<file path="src/multicore_round_robin_task_picker_top_defines.svh">
// Assertion macros for the round-robin task picker.
`ifndef MULTICORE_ROUND_ROBIN_TASK_PICKER_TOP_DEFINES_SVH
`define MULTICORE_ROUND_ROBIN_TASK_PICKER_TOP_DEFINES_SVH

`ifndef SYNTH

`define MRRTP_ASSERT_ALWAYS(lbl, cond) \
	lbl: assert property (@(posedge clk) disable iff (!arst_n) (cond)) \
		else $error("invariant violated");

`define MRRTP_ASSERT_IMP(lbl, ante, cons) \
	lbl: assert property (@(posedge clk) disable iff (!arst_n) (ante) |-> (cons)) \
		else $error("same-cycle implication violated");

`define MRRTP_ASSERT_NEXT(lbl, ante, cons) \
	lbl: assert property (@(posedge clk) disable iff (!arst_n) (ante) |=> (cons)) \
		else $error("next-cycle implication violated");

`else

`define MRRTP_ASSERT_ALWAYS(lbl, cond)
`define MRRTP_ASSERT_IMP(lbl, ante, cons)
`define MRRTP_ASSERT_NEXT(lbl, ante, cons)

`endif

`endif

</file>
<file path="src/mrrtp_pkg.sv">
// Shared constants, codes and controller/datapath interface types.
package mrrtp_pkg;

	localparam int TABLE_DEPTH = 16;
	localparam int CPU_COUNT   = 8;
	localparam int HANDLE_BITS = 8;

	localparam int IDX_W = $clog2(TABLE_DEPTH);
	localparam int CNT_W = $clog2(TABLE_DEPTH + 1);
	localparam int CPU_W = (CPU_COUNT > 1) ? $clog2(CPU_COUNT) : 1;

	// Field widths on the ports
	localparam int REQ_W    = 2;
	localparam int CPU_ID_W = 3;
	localparam int HANDLE_W = 8;
	localparam int STATUS_W = 2;
	localparam int COUNT_W  = 5;
	localparam int S_DATA_W = 16;
	localparam int M_DATA_W = 16;

	typedef enum logic [REQ_W-1:0] {
		REQ_SWITCH = 2'd0,
		REQ_CREATE = 2'd1,
		REQ_REMOVE = 2'd2
	} req_t;

	typedef enum logic [STATUS_W-1:0] {
		STAT_OK        = 2'd0,
		STAT_FULL      = 2'd1,
		STAT_NOT_FOUND = 2'd2
	} status_t;

	typedef enum logic [1:0] {
		KIND_NONE = 2'd0,
		KIND_IDLE = 2'd1,
		KIND_TASK = 2'd2
	} kind_t;

	typedef enum logic [2:0] {
		ST_IDLE,
		ST_DISPATCH,
		ST_RELEASE,
		ST_SCAN,
		ST_CREATE,
		ST_RM_SRCH,
		ST_FINISH
	} state_t;

	typedef struct packed {
		logic latch;
		logic release_prev;
		logic wrap;
		logic step;
		logic pick_task;
		logic pick_idle;
		logic create;
		logic srch_inc;
		logic not_found;
		logic remove;
		logic load_out;
	} cmd_t;

	typedef struct packed {
		logic [REQ_W-1:0] req;
		logic             cpu_ok;
		logic             count_zero;
		logic             idx_ge_count;
		logic             entry_busy;
		logic             rem_last;
		logic             match;
		logic             out_free;
	} stat_t;

endpackage

</file>
<file path="src/mrrtp_dpath.sv">
// Datapath: task table lanes, busy bits, per-cpu state and the result register.
`include "multicore_round_robin_task_picker_top_defines.svh"

module mrrtp_dpath (
	input  logic                               clk,
	input  logic                               arst_n,
	input  mrrtp_pkg::cmd_t                    cmd,
	output mrrtp_pkg::stat_t                   st,
	input  logic [mrrtp_pkg::REQ_W-1:0]        in_req,
	input  logic [mrrtp_pkg::CPU_ID_W-1:0]     in_cpu,
	input  logic [mrrtp_pkg::HANDLE_W-1:0]     in_handle,
	input  logic                               m_tready,
	output logic                               m_tvalid,
	output logic [mrrtp_pkg::M_DATA_W-1:0]     m_tdata,
	output logic                               m_tuser
);

	logic [mrrtp_pkg::REQ_W-1:0]       req_q;
	logic [mrrtp_pkg::CPU_ID_W-1:0]    cpu_q;
	logic [mrrtp_pkg::HANDLE_BITS-1:0] h_q;

	logic [mrrtp_pkg::HANDLE_BITS-1:0] table_q [mrrtp_pkg::TABLE_DEPTH];
	logic [mrrtp_pkg::TABLE_DEPTH-1:0] busy_q;
	logic [mrrtp_pkg::TABLE_DEPTH-1:0] busy_nxt;
	logic [mrrtp_pkg::CNT_W-1:0]       count_q;
	logic [mrrtp_pkg::CNT_W-1:0]       idx_q;
	logic [mrrtp_pkg::CNT_W-1:0]       rem_q;

	logic [mrrtp_pkg::CNT_W-1:0]       cursor_q    [mrrtp_pkg::CPU_COUNT];
	mrrtp_pkg::kind_t                  cur_kind_q  [mrrtp_pkg::CPU_COUNT];
	mrrtp_pkg::kind_t                  prev_kind_q [mrrtp_pkg::CPU_COUNT];
	logic [mrrtp_pkg::HANDLE_BITS-1:0] cur_h_q     [mrrtp_pkg::CPU_COUNT];
	logic [mrrtp_pkg::HANDLE_BITS-1:0] prev_h_q    [mrrtp_pkg::CPU_COUNT];

	logic [mrrtp_pkg::HANDLE_W-1:0]    res_next_q;
	logic                              res_idle_q;
	mrrtp_pkg::status_t                res_status_q;

	logic                              m_tvalid_q;
	logic [mrrtp_pkg::M_DATA_W-1:0]    out_data_q;
	logic                              out_user_q;

	logic [mrrtp_pkg::CPU_W-1:0]       cpu_sel;
	logic [mrrtp_pkg::HANDLE_BITS-1:0] rd_h;
	logic                              full;
	mrrtp_pkg::kind_t                  cur_kind;
	mrrtp_pkg::kind_t                  prev_kind;
	logic [mrrtp_pkg::HANDLE_BITS-1:0] prev_h;

	assign cpu_sel   = cpu_q[mrrtp_pkg::CPU_W-1:0];
	// Indexed table read port, shared by the scan and the remove search
	assign rd_h      = table_q[idx_q[mrrtp_pkg::IDX_W-1:0]];
	assign full      = count_q >= mrrtp_pkg::CNT_W'(mrrtp_pkg::TABLE_DEPTH);
	assign cur_kind  = cur_kind_q[cpu_sel];
	assign prev_kind = prev_kind_q[cpu_sel];
	assign prev_h    = prev_h_q[cpu_sel];

	always_comb begin
		st.req          = req_q;
		st.cpu_ok       = int'(cpu_q) < mrrtp_pkg::CPU_COUNT;
		st.count_zero   = count_q == '0;
		st.idx_ge_count = idx_q >= count_q;
		st.entry_busy   = busy_q[idx_q[mrrtp_pkg::IDX_W-1:0]];
		st.rem_last     = rem_q == mrrtp_pkg::CNT_W'(1);
		st.match        = rd_h == h_q;
		st.out_free     = !m_tvalid_q || m_tready;
	end

	// Busy bits follow the handle: release, pick and create write all live entries holding it; remove shifts them down
	always_comb begin
		busy_nxt = busy_q;
		for (int i = 0; i < mrrtp_pkg::TABLE_DEPTH; i++) begin
			if (cmd.release_prev && prev_kind == mrrtp_pkg::KIND_TASK &&
					mrrtp_pkg::CNT_W'(i) < count_q && table_q[i] == prev_h)
				busy_nxt[i] = 1'b0;
			if (cmd.pick_task && mrrtp_pkg::CNT_W'(i) < count_q && table_q[i] == rd_h)
				busy_nxt[i] = 1'b1;
			if (cmd.create && !full) begin
				if (mrrtp_pkg::CNT_W'(i) < count_q && table_q[i] == h_q)
					busy_nxt[i] = 1'b0;
				if (mrrtp_pkg::CNT_W'(i) == count_q)
					busy_nxt[i] = 1'b0;
			end
		end
		if (cmd.remove) begin
			for (int i = 0; i < mrrtp_pkg::TABLE_DEPTH - 1; i++) begin
				if (mrrtp_pkg::CNT_W'(i) >= idx_q && mrrtp_pkg::CNT_W'(i + 1) < count_q)
					busy_nxt[i] = busy_q[i + 1];
			end
			for (int i = 0; i < mrrtp_pkg::TABLE_DEPTH; i++) begin
				if (mrrtp_pkg::CNT_W'(i + 1) == count_q)
					busy_nxt[i] = 1'b0;
			end
		end
	end

	always_ff @(posedge clk or negedge arst_n) begin
		if (!arst_n) begin
			busy_q       <= '0;
			count_q      <= '0;
			idx_q        <= '0;
			rem_q        <= '0;
			res_next_q   <= '0;
			res_idle_q   <= 1'b0;
			res_status_q <= mrrtp_pkg::STAT_OK;
			m_tvalid_q   <= 1'b0;
			for (int c = 0; c < mrrtp_pkg::CPU_COUNT; c++) begin
				cursor_q[c]    <= '0;
				cur_kind_q[c]  <= mrrtp_pkg::KIND_NONE;
				prev_kind_q[c] <= mrrtp_pkg::KIND_NONE;
			end
		end else begin
			busy_q <= busy_nxt;
			if (cmd.latch) begin
				idx_q        <= '0;
				res_next_q   <= '0;
				res_idle_q   <= 1'b0;
				res_status_q <= mrrtp_pkg::STAT_OK;
			end
			if (cmd.release_prev) begin
				idx_q <= cursor_q[cpu_sel];
				rem_q <= count_q;
				// A cpu that never ran anything counts as running its idle task
				prev_kind_q[cpu_sel] <= (cur_kind == mrrtp_pkg::KIND_NONE) ?
					mrrtp_pkg::KIND_IDLE : cur_kind;
			end
			if (cmd.wrap)
				idx_q <= idx_q - count_q;
			if (cmd.step) begin
				cursor_q[cpu_sel] <= idx_q + mrrtp_pkg::CNT_W'(1);
				idx_q             <= idx_q + mrrtp_pkg::CNT_W'(1);
				rem_q             <= rem_q - mrrtp_pkg::CNT_W'(1);
			end
			if (cmd.pick_task) begin
				cursor_q[cpu_sel]   <= idx_q + mrrtp_pkg::CNT_W'(1);
				cur_kind_q[cpu_sel] <= mrrtp_pkg::KIND_TASK;
				res_next_q          <= mrrtp_pkg::HANDLE_W'(rd_h);
			end
			if (cmd.pick_idle) begin
				cur_kind_q[cpu_sel] <= mrrtp_pkg::KIND_IDLE;
				res_idle_q          <= 1'b1;
			end
			if (cmd.create) begin
				if (full)
					res_status_q <= mrrtp_pkg::STAT_FULL;
				else
					count_q <= count_q + mrrtp_pkg::CNT_W'(1);
			end
			if (cmd.srch_inc)
				idx_q <= idx_q + mrrtp_pkg::CNT_W'(1);
			if (cmd.not_found)
				res_status_q <= mrrtp_pkg::STAT_NOT_FOUND;
			if (cmd.remove)
				count_q <= count_q - mrrtp_pkg::CNT_W'(1);
			if (cmd.load_out)
				m_tvalid_q <= 1'b1;
			else if (m_tready)
				m_tvalid_q <= 1'b0;
		end
	end

	always_ff @(posedge clk) begin
		if (cmd.latch) begin
			req_q <= in_req;
			cpu_q <= in_cpu;
			h_q   <= in_handle[mrrtp_pkg::HANDLE_BITS-1:0];
		end
		if (cmd.release_prev)
			prev_h_q[cpu_sel] <= cur_h_q[cpu_sel];
		if (cmd.pick_task)
			cur_h_q[cpu_sel] <= rd_h;
		if (cmd.create && !full)
			table_q[count_q[mrrtp_pkg::IDX_W-1:0]] <= h_q;
		if (cmd.remove) begin
			// Close the gap: shift every entry above the hit down by one
			for (int i = 0; i < mrrtp_pkg::TABLE_DEPTH - 1; i++) begin
				if (mrrtp_pkg::CNT_W'(i) >= idx_q && mrrtp_pkg::CNT_W'(i + 1) < count_q)
					table_q[i] <= table_q[i + 1];
			end
		end
		if (cmd.load_out) begin
			out_data_q <= {1'b0, mrrtp_pkg::COUNT_W'(count_q), res_status_q, res_next_q};
			out_user_q <= res_idle_q;
		end
	end

	assign m_tvalid = m_tvalid_q;
	assign m_tdata  = out_data_q;
	assign m_tuser  = out_user_q;

	`MRRTP_ASSERT_ALWAYS(a_count_bound, count_q <= mrrtp_pkg::CNT_W'(mrrtp_pkg::TABLE_DEPTH))
	`MRRTP_ASSERT_NEXT(a_create_grows, cmd.create && !full, count_q == $past(count_q) + mrrtp_pkg::CNT_W'(1))
	`MRRTP_ASSERT_IMP(a_pick_in_table, cmd.pick_task, idx_q < count_q && !busy_q[idx_q[mrrtp_pkg::IDX_W-1:0]])

endmodule

</file>
<file path="src/mrrtp_ctrl.sv">
// Controller: sequences one request through release, scan, create or remove steps.
`include "multicore_round_robin_task_picker_top_defines.svh"

module mrrtp_ctrl (
	input  logic             clk,
	input  logic             arst_n,
	input  logic             s_tvalid,
	output logic             s_tready,
	input  mrrtp_pkg::stat_t st,
	output mrrtp_pkg::cmd_t  cmd
);

	mrrtp_pkg::state_t state_q;
	mrrtp_pkg::state_t state_nxt;

	always_ff @(posedge clk or negedge arst_n) begin
		if (!arst_n)
			state_q <= mrrtp_pkg::ST_IDLE;
		else
			state_q <= state_nxt;
	end

	always_comb begin
		state_nxt = state_q;
		unique case (state_q)
			mrrtp_pkg::ST_IDLE: begin
				if (s_tvalid)
					state_nxt = mrrtp_pkg::ST_DISPATCH;
			end
			mrrtp_pkg::ST_DISPATCH: begin
				unique case (st.req)
					mrrtp_pkg::REQ_SWITCH:
						state_nxt = st.cpu_ok ? mrrtp_pkg::ST_RELEASE : mrrtp_pkg::ST_FINISH;
					mrrtp_pkg::REQ_CREATE: state_nxt = mrrtp_pkg::ST_CREATE;
					mrrtp_pkg::REQ_REMOVE: state_nxt = mrrtp_pkg::ST_RM_SRCH;
					default:               state_nxt = mrrtp_pkg::ST_FINISH;
				endcase
			end
			mrrtp_pkg::ST_RELEASE: state_nxt = mrrtp_pkg::ST_SCAN;
			mrrtp_pkg::ST_SCAN: begin
				if (st.count_zero)
					state_nxt = mrrtp_pkg::ST_FINISH;
				else if (!st.idx_ge_count && (!st.entry_busy || st.rem_last))
					state_nxt = mrrtp_pkg::ST_FINISH;
			end
			mrrtp_pkg::ST_CREATE: state_nxt = mrrtp_pkg::ST_FINISH;
			mrrtp_pkg::ST_RM_SRCH: begin
				if (st.idx_ge_count || st.match)
					state_nxt = mrrtp_pkg::ST_FINISH;
			end
			mrrtp_pkg::ST_FINISH: begin
				if (st.out_free)
					state_nxt = mrrtp_pkg::ST_IDLE;
			end
			default: state_nxt = mrrtp_pkg::ST_IDLE;
		endcase
	end

	always_comb begin
		cmd      = '0;
		s_tready = 1'b0;
		unique case (state_q)
			mrrtp_pkg::ST_IDLE: begin
				s_tready  = 1'b1;
				cmd.latch = s_tvalid;
			end
			mrrtp_pkg::ST_DISPATCH: ;
			mrrtp_pkg::ST_RELEASE: cmd.release_prev = 1'b1;
			mrrtp_pkg::ST_SCAN: begin
				if (st.count_zero) begin
					cmd.pick_idle = 1'b1;
				end else if (st.idx_ge_count) begin
					cmd.wrap = 1'b1;
				end else if (!st.entry_busy) begin
					cmd.pick_task = 1'b1;
				end else begin
					// Busy entry: advance, give up after a full lap
					cmd.step      = 1'b1;
					cmd.pick_idle = st.rem_last;
				end
			end
			mrrtp_pkg::ST_CREATE: cmd.create = 1'b1;
			mrrtp_pkg::ST_RM_SRCH: begin
				if (st.idx_ge_count)
					cmd.not_found = 1'b1;
				else if (st.match)
					cmd.remove = 1'b1;
				else
					cmd.srch_inc = 1'b1;
			end
			mrrtp_pkg::ST_FINISH: cmd.load_out = st.out_free;
			default: ;
		endcase
	end

	`MRRTP_ASSERT_NEXT(a_accept_dispatch, s_tvalid && s_tready, state_q == mrrtp_pkg::ST_DISPATCH)
	`MRRTP_ASSERT_IMP(a_load_free, cmd.load_out, st.out_free)

endmodule

</file>
<file path="src/multicore_round_robin_task_picker_top.sv">
// Round-robin task picker: one transaction in, one result transaction out.
// Each request is dispatched, then runs its own steps: create appends the handle unless the
// table is full; remove searches the table from the first entry for the handle and closes
// the gap; switch releases the previous task and scans from the cpu's cursor, wrapping past
// the end. One transaction is handled at a time; the serial table scan sets the rate. The
// next input transaction is taken while a finished result waits in the output register.
// arst_n clears the table count, busy bits, cursors and per-cpu task state at once.
module multicore_round_robin_task_picker_top (
	input  logic                           clk,
	input  logic                           arst_n,
	input  logic                           s_axis_tvalid,
	output logic                           s_axis_tready,
	input  logic [mrrtp_pkg::S_DATA_W-1:0] s_axis_tdata,  // cpu_id[2:0], task_handle[10:3]
	input  logic [mrrtp_pkg::REQ_W-1:0]    s_axis_tuser,  // req_type[1:0]
	output logic                           m_axis_tvalid,
	input  logic                           m_axis_tready,
	output logic [mrrtp_pkg::M_DATA_W-1:0] m_axis_tdata,  // next_handle[7:0], status[9:8],
	                                                      // task_count[14:10]
	output logic                           m_axis_tuser   // next_is_idle
);

	mrrtp_pkg::cmd_t  cmd;
	mrrtp_pkg::stat_t st;

	mrrtp_ctrl u_ctrl (
		.clk      (clk),
		.arst_n   (arst_n),
		.s_tvalid (s_axis_tvalid),
		.s_tready (s_axis_tready),
		.st       (st),
		.cmd      (cmd)
	);

	mrrtp_dpath u_dpath (
		.clk       (clk),
		.arst_n    (arst_n),
		.cmd       (cmd),
		.st        (st),
		.in_req    (s_axis_tuser),
		.in_cpu    (s_axis_tdata[mrrtp_pkg::CPU_ID_W-1:0]),
		.in_handle (s_axis_tdata[mrrtp_pkg::CPU_ID_W +: mrrtp_pkg::HANDLE_W]),
		.m_tready  (m_axis_tready),
		.m_tvalid  (m_axis_tvalid),
		.m_tdata   (m_axis_tdata),
		.m_tuser   (m_axis_tuser)
	);

endmodule
</file>
<file path="config.mk">
export PLATFORM = sky130hd
export DESIGN_NAME = multicore_round_robin_task_picker_top
export DESIGN_NICKNAME = d
export VERILOG_FILES = /design/src/mrrtp_pkg.sv /design/src/mrrtp_dpath.sv /design/src/mrrtp_ctrl.sv /design/src/multicore_round_robin_task_picker_top.sv
export VERILOG_INCLUDE_DIRS = /design/src /design/src/src
export SDC_FILE = /design/constraint.sdc
export NUM_CORES = 1
export LEC_CHECK = 0
export BUFFER_PORTS_ARGS = -buffer_cell sky130_fd_sc_hd__buf_2
export CORE_MARGIN = 1.5
export CORE_UTILIZATION = 60
export CTS_CLUSTER_SIZE = 20
export DETAILED_ROUTE_END_ITERATION = 7
export GPL_TIMING_DRIVEN = 1
export PLACE_DENSITY = 0.77
export SETUP_SLACK_MARGIN = 0.02
export SLEW_MARGIN = 10
export SYNTH_ARGS = -nofsm -noshare
export SYNTH_HDL_FRONTEND = slang
export SYNTH_SLANG_ARGS = --single-unit
</file>
<file path="constraint.sdc">
create_clock -name clk -period 5.69 [get_ports clk]
set_input_delay 0.8535 -clock clk [delete_from_list [all_inputs] [get_ports clk]]
set_output_delay 0.8535 -clock clk [all_outputs]
set_load 0.1 [all_outputs]
</file>
==> flow_summary.yaml, run 1 <==
sta:
  max_freq_mhz: 208.8
  skew_ps: 15.37
  hold_violations: 0
  worst_slew_pin_slew_ps: 1221
  slew_viol_final: 0
  period_minus_slack_ps: 4789
  rsz0062_at_grt: "no"
  setup_tns_ps: 0
  maxSlewHeadroom_pct: 18.60
  finalCritPeriodShare_pct: 84.17
  setup_viol: 0
synthesis:
  ys_warn_count: 0
  netlist_instances: 2094
  synth_area_leaders: "edfxtp_1 36%, dfrtp_1 12%, xnor2_1 9.3%"
  synth-edff-count: 285
  synth-main-ff-cell: "edfxtp_1"
  ys_async_sr_fraction_pct: 29.06
  yosysSeqAreaShare_pct: 48.00
  yosysTopAreaCell: "edfxtp_1"
  synth.distinct_cells: 82
  synth_top_area_share_pct: 35.50
  synth_area_per_cell_um2: 11.51
  syn_area_mm2: 0.02411
  synth-seq-cells: 406
  syn-num-nets: 2134
clocking:
  cts_tree: "built"
  clk_pin_slew_ps: 60
  cts-buffers-inserted: 44
  cts_max_path_buffers: 3
  cts-root-buf: "clkbuf_16"
  cts_resized: 0
  htree_levels: 2
  cts_sinks: 406
  post_cts_buffers: 0
  cts_hold_buf: 0
  clock_latency_ps: 600
power:
  power_density_mw_per_mm2: 496.9
  p_leak_nw: 9.374
  p_total_mw: 13.09
  ir_drop_v: 0.0003283
worst_setup_path:
  cp_max_fo: 34
  cp-start-kind: "register"
  endpoint_kind: "register"
  critPathLaunch: "u_dpath.idx_q[2]"
  critPathArrivalTime_ps: 5050
  crit_type: "reg2reg"
  cp.required_ps: 5950
  r2r-start: "u_dpath.idx_q[2]"
floorplanning:
  initial_core_util_pct: 60.67
  fp.dieW_um: 203.4
  io_pins: 41
  std_cell_rows: 73
  core_area_mm2: 0.03973
  die_area_mm2: 0.04139
  die_height_um: 203.4
place:
  hpwlAfterDp_um: 54370
  routabilityCongestion: 1.074
  io_buffers: 34
routing:
  firstDrtPassIters: 6
  vias: 18410
  routed_wl_um: 78710
  vias_per_cell: 6.937
  drtIter0Drc: 2293
  detail_route.wl_per_cell_um: 29.66
  antenna_left: 0
  drc: 0
grt:
  grt-ovfl-total: 0
  grt_pass1_vias: 18060
  grt_pass1_wl_um: 116500
  grt_use_total_pct: 38.57
  grt_max_degree: 66
  antenna_found_initial: 5
outcome:
  status: "finished clean"
job:
  max_cap_violations: 0
worst_hold_path:
  hp-class: "in2async"
finish:
  fin_util_pct: 66.31
  syn2layout_area_growth_pct: 9.301
  fillers: 2961
  finalNetCount: 2132
  layout-drive-gt1-share_pct: 18.05
## sequential cells by signal, summed over array words and instances, names as in the netlist, 5 cells and up, named ones only
signal / flops
u_dpath.table_q: 128
u_dpath.cur_h_q: 64
u_dpath.rem_q: 5
u_dpath.prev_h_q: 64
u_dpath.busy_q: 16
u_dpath.res_next_q: 8
u_dpath.m_tdata: 15
u_dpath.prev_kind_q: 16
u_dpath.cursor_q: 39
u_dpath.count_q: 5
u_dpath.cur_kind_q: 14
u_dpath.idx_q: 5
u_dpath.h_q: 8
## path summary, 6_finish.rpt
check,endpoint,slack [ps],cells after the start
worst max-delay path,u_dpath.table_q[6][1],900,10
worst min-delay path,u_dpath.cursor_q[37],360,1
worst max register to register,u_dpath.table_q[6][1],900,10
worst min register to register,u_dpath.m_tdata[4],440,0
max in group asynchronous,u_dpath.busy_q[4],4020,2
min in group clk,u_dpath.h_q[4],430,1
## per-stage QoR
step | instances | cell area, um2 | worst slack [ps] | hold slack, ps
detailed placement | 2571 | 24900 | 976.8 | 437.2
global route | 2653 | 26350 | 718.1 | 430.9
finish | 2654 | 26350 | 901.0 | 363.3
floorplan | 2094 | 24110 | 1525 | 423.1
CTS | 2653 | 26350 | 958.0 | 392.0
global placement | 2571 | 24900 | 1052 | 432.0
## routing by layer
metal	global-route usage (%)	wire length, um
met3	8.150	8944
met5	0	23
met4	24.97	5872
met2	59.97	35410
met1	49.19	28460
## power by group
group / internal (mW) / switching [mW]
sequential: 3.82 / 0.512
clock: 1.65 / 1.23
combinational: 2.03 / 3.85
total: 7.50 / 5.59
## critical path, cell delays in order (launching register included)
cell,delay (ps)
dfrtp_2,1040
buf_4,370
mux2i_1,110
a22oi_1,220
o211ai_1,330
xnor2_1,230
a221o_1,480
nor4_2,580
buf_4,260
and3_1,480
a21o_1,330
## Yosys cell counts, types with 8 or more instances
cell type  number
xor2_1        134
a22o_1         11
o22ai_1        14
nand2b_1       12
buf_1          21
inv_1          32
ha_1           17
o211ai_1       12
a21oi_1        66
a22oi_1        20
a21o_1         10
nand4_1        48
mux2_1         16
dfrtp_1       118
nor3b_1         8
nand3_1        52
nor2_1         72
xnor2_1       256
mux2_2        127
and2_1         13
o21ai_0        94
mux4_2         50
edfxtp_1      285
and3_1         16
nand2_1       182
buf_2          19
nor3_1         36
clkbuf_1       93
a221oi_1        9
nor2b_1        10
mux2i_1        52
nor4_1         46
a31oi_1        12
o21a_1         13
## cell families after synthesis
family,Yosys count,share of synthesized area [%]
compound gates,318,8.518
xor+xnor,390,14.17
fa+ha+maj,18,0.9654
buf+inv,179,3.182
flops,406,48.00
mux,250,13.91
other cells,1,0.01556
simple gates,532,11.24
## placed cells by master (no fill, tap or decap), types with 16 or more instances in the layout
cell type | Yosys | routed
mux4_2 | 50 | 50
nor3_1 | 36 | 35
clkbuf_16 | 0 | 45
a21oi_1 | 66 | 64
xnor2_1 | 256 | 256
ha_1 | 17 | 17
xor2_1 | 134 | 134
nor2_1 | 72 | 70
nand3_1 | 52 | 52
mux2_2 | 127 | 127
edfxtp_1 | 285 | 285
mux2i_1 | 52 | 46
a22oi_1 | 20 | 20
dfrtp_1 | 118 | 116
buf_4 | 5 | 64
nand2_1 | 182 | 182
inv_1 | 32 | 32
nand4_1 | 48 | 48
o21ai_0 | 94 | 94
nor4_1 | 46 | 45
buf_2 | 19 | 33
mux2_1 | 16 | 16
and3_1 | 16 | 16
## final cells by class
type | count | area, um2 | share of cell area, %
multi-input cells | 1509 | 11890 | 45.13
flip-flops and latches | 406 | 11570 | 43.93
clock buffers | 60 | 1212 | 4.602
well taps | 525 | 656.9 | 2.493
repair buffers | 97 | 645.6 | 2.450
clock inverters | 22 | 236.5 | 0.8975
inverters | 34 | 127.6 | 0.4844
diodes | 1 | 2.502 | 0.009498
Power figures use the tool's default switching activity.
==> run 2, diff against run 1 <==
Clock period 5.69 ns to 4.68 ns, I/O delays scaled along.
==> run 2 against run 1 <==
Against the previous run:
- count of clock-buffer cells in the layout fell by 2
- critical path type unchanged
- highest routed layer unchanged
- critical endpoint is now u_dpath.table_q[4][5]
- setup slack got worse by 540 ps
- largest power group unchanged
- core utilization rose by 1.1 points
- routed wire length rose by 3.3%
==> flow_summary.yaml, run 2 (synthesized netlist as in run 1, its figures left out) <==
place:
  dp.cells: 2613
  routabilityCongestion: 1.089
  hpwlAfterDp_um: 57130
  io_buffers: 34
  dpl_cell_area_mm2: 0.02525
worst_hold_path:
  hp-class: "in2async"
power:
  ir_drop_v: 0.0003791
  power_density_mw_per_mm2: 611.4
  p_leak_nw: 9.620
worst_setup_path:
  r2r-start: "u_dpath.idx_q[2]"
  cp-start-kind: "register"
  cp.required_ps: 4950
  crit_type: "reg2reg"
  critPathArrivalTime_ps: 4590
  endpoint_kind: "register"
  cp_max_fo: 16
  critPathLaunch: "u_dpath.idx_q[2]"
sta:
  max_freq_mhz: 231.6
  setup_viol: 0
  rsz0062_at_grt: "no"
  setup_tns_ps: 0
  skew_ps: 49.72
  maxSlewHeadroom_pct: 20.46
  whs_ps: 176.5
  worst_slew_pin_slew_ps: 1181
  hold_violations: 0
  slew_viol_final: 0
  period_minus_slack_ps: 4317
  finalCritPeriodShare_pct: 92.25
finish:
  syn2layout_area_growth_pct: 11.12
  finalNetCount: 2174
  reg_top3: "u_dpath.table_q x128, u_dpath.cur_h_q x64, u_dpath.prev_h_q x64"
  layout-drive-gt1-share_pct: 19.63
  final_common_cell: "edfxtp_1"
  final_cell_mix: "285 x edfxtp_1, 256 x xnor2_1, 182 x nand2_1, 134 x xor2_1, 127 x mux2_2"
  largest_reg_flops: 128
  instances_no_fill: 2696
  regMostFlops: "u_dpath.table_q"
  stdcell_area_mm2: 0.02679
clocking:
  cts_sinks: 406
  cts-root-buf: "clkbuf_16"
  cts_tree: "built"
  post_cts_buffers: 0
  clock_latency_ps: 620
  cts-buffers-inserted: 44
  cts_hold_buf: 0
  cts_resized: 0
  htree_levels: 2
  clk_pin_slew_ps: 70
  cts_max_path_buffers: 3
floorplanning:
  std_cell_rows: 73
  die_height_um: 203.4
  fp.dieW_um: 203.4
  io_pins: 41
  core_area_mm2: 0.03973
  initial_core_util_pct: 60.67
  die_area_mm2: 0.04139
routing:
  firstDrtPassIters: 6
  drtIter0Drc: 2266
  vias_per_cell: 6.939
  top_layer: "met5"
  antenna_left: 0
  drc: 0
  vias: 18710
  wl_met3_um: 8120
  wl_met1_um: 30250
  routed_wl_um: 81300
  wl_met2_um: 36880
  detail_route.wl_per_cell_um: 30.15
grt:
  grt_pass1_wl_um: 119800
  antenna_found_initial: 4
  grt_use_total_pct: 39.67
  grt-ovfl-total: 0
  grt_pass1_vias: 18250
  grt_max_degree: 60
job:
  max_cap_violations: 0
outcome:
  status: "finished clean"
[run 2: changes by cell type in the layout (fill, tap and decap cells not counted), moves of 2 or more]
cell and delta:
buf_12 +3, bufinv_16 +4, buf_4 +39, clkinv_2 -2
[run 2: power breakdown]
part | internal [mW] | switching, mW | leakage, nW
registers | 4.64 | 0.495 | 4.14
clock network | 2.19 | 1.52 | 0.746
logic | 2.63 | 4.90 | 4.73
total | 9.46 | 6.91 | 9.62
[run 2: area by class of cell]
type | instances | area (um2)
diodes | 1 | 2.502
clock inverters | 24 | 351.6
flip-flops and latches | 406 | 11570
repair buffers | 139 | 998.5
fillers | 2870 | 12940
multi-input cells | 1509 | 11890
clock buffers | 58 | 1184
inverters | 34 | 127.6
well taps | 525 | 656.9
[run 2: routing by layer]
layer,GRT usage (%),vias to the layer above
met2,61.81,1314
met3,7.894,367
met1,50.67,9261
met5,0,-
li1,-,7763
met4,26.03,2
[run 2: critical path, stage by stage, from the launching register on]
cell and delay, ps:
dfrtp_2 720, buf_4 300, mux4_2 560, mux2i_4 270, xor2_1 170, nand4_1 110
a221o_1 440, nor4_2 160, buf_4 300, nand3_1 440, nand2_1 480
[run 2: stage by stage]
stage	utilization [%]	power, mW	setup WS (ps)
after floorplan	-	10.34	514.8
after global placement	63.55	12.22	495.1
after detailed placement	63.55	12.43	442.4
after CTS	67.41	16.15	419.1
after global routing	67.42	16.93	183.4
final	67.42	16.38	362.9
[run 2: path summary, 6_finish.rpt]
kind	endpoint	slack [ps]	cells past startpoint
max reg2reg	u_dpath.table_q[4][5]	360	10
max	u_dpath.table_q[4][5]	360	10
max in group asynchronous	u_dpath.busy_q[8]	3470	2
min in group clk	u_dpath.h_q[6]	290	1
min reg2reg	u_dpath.m_tuser	450	0
min	u_dpath.cursor_q[39]	180	1
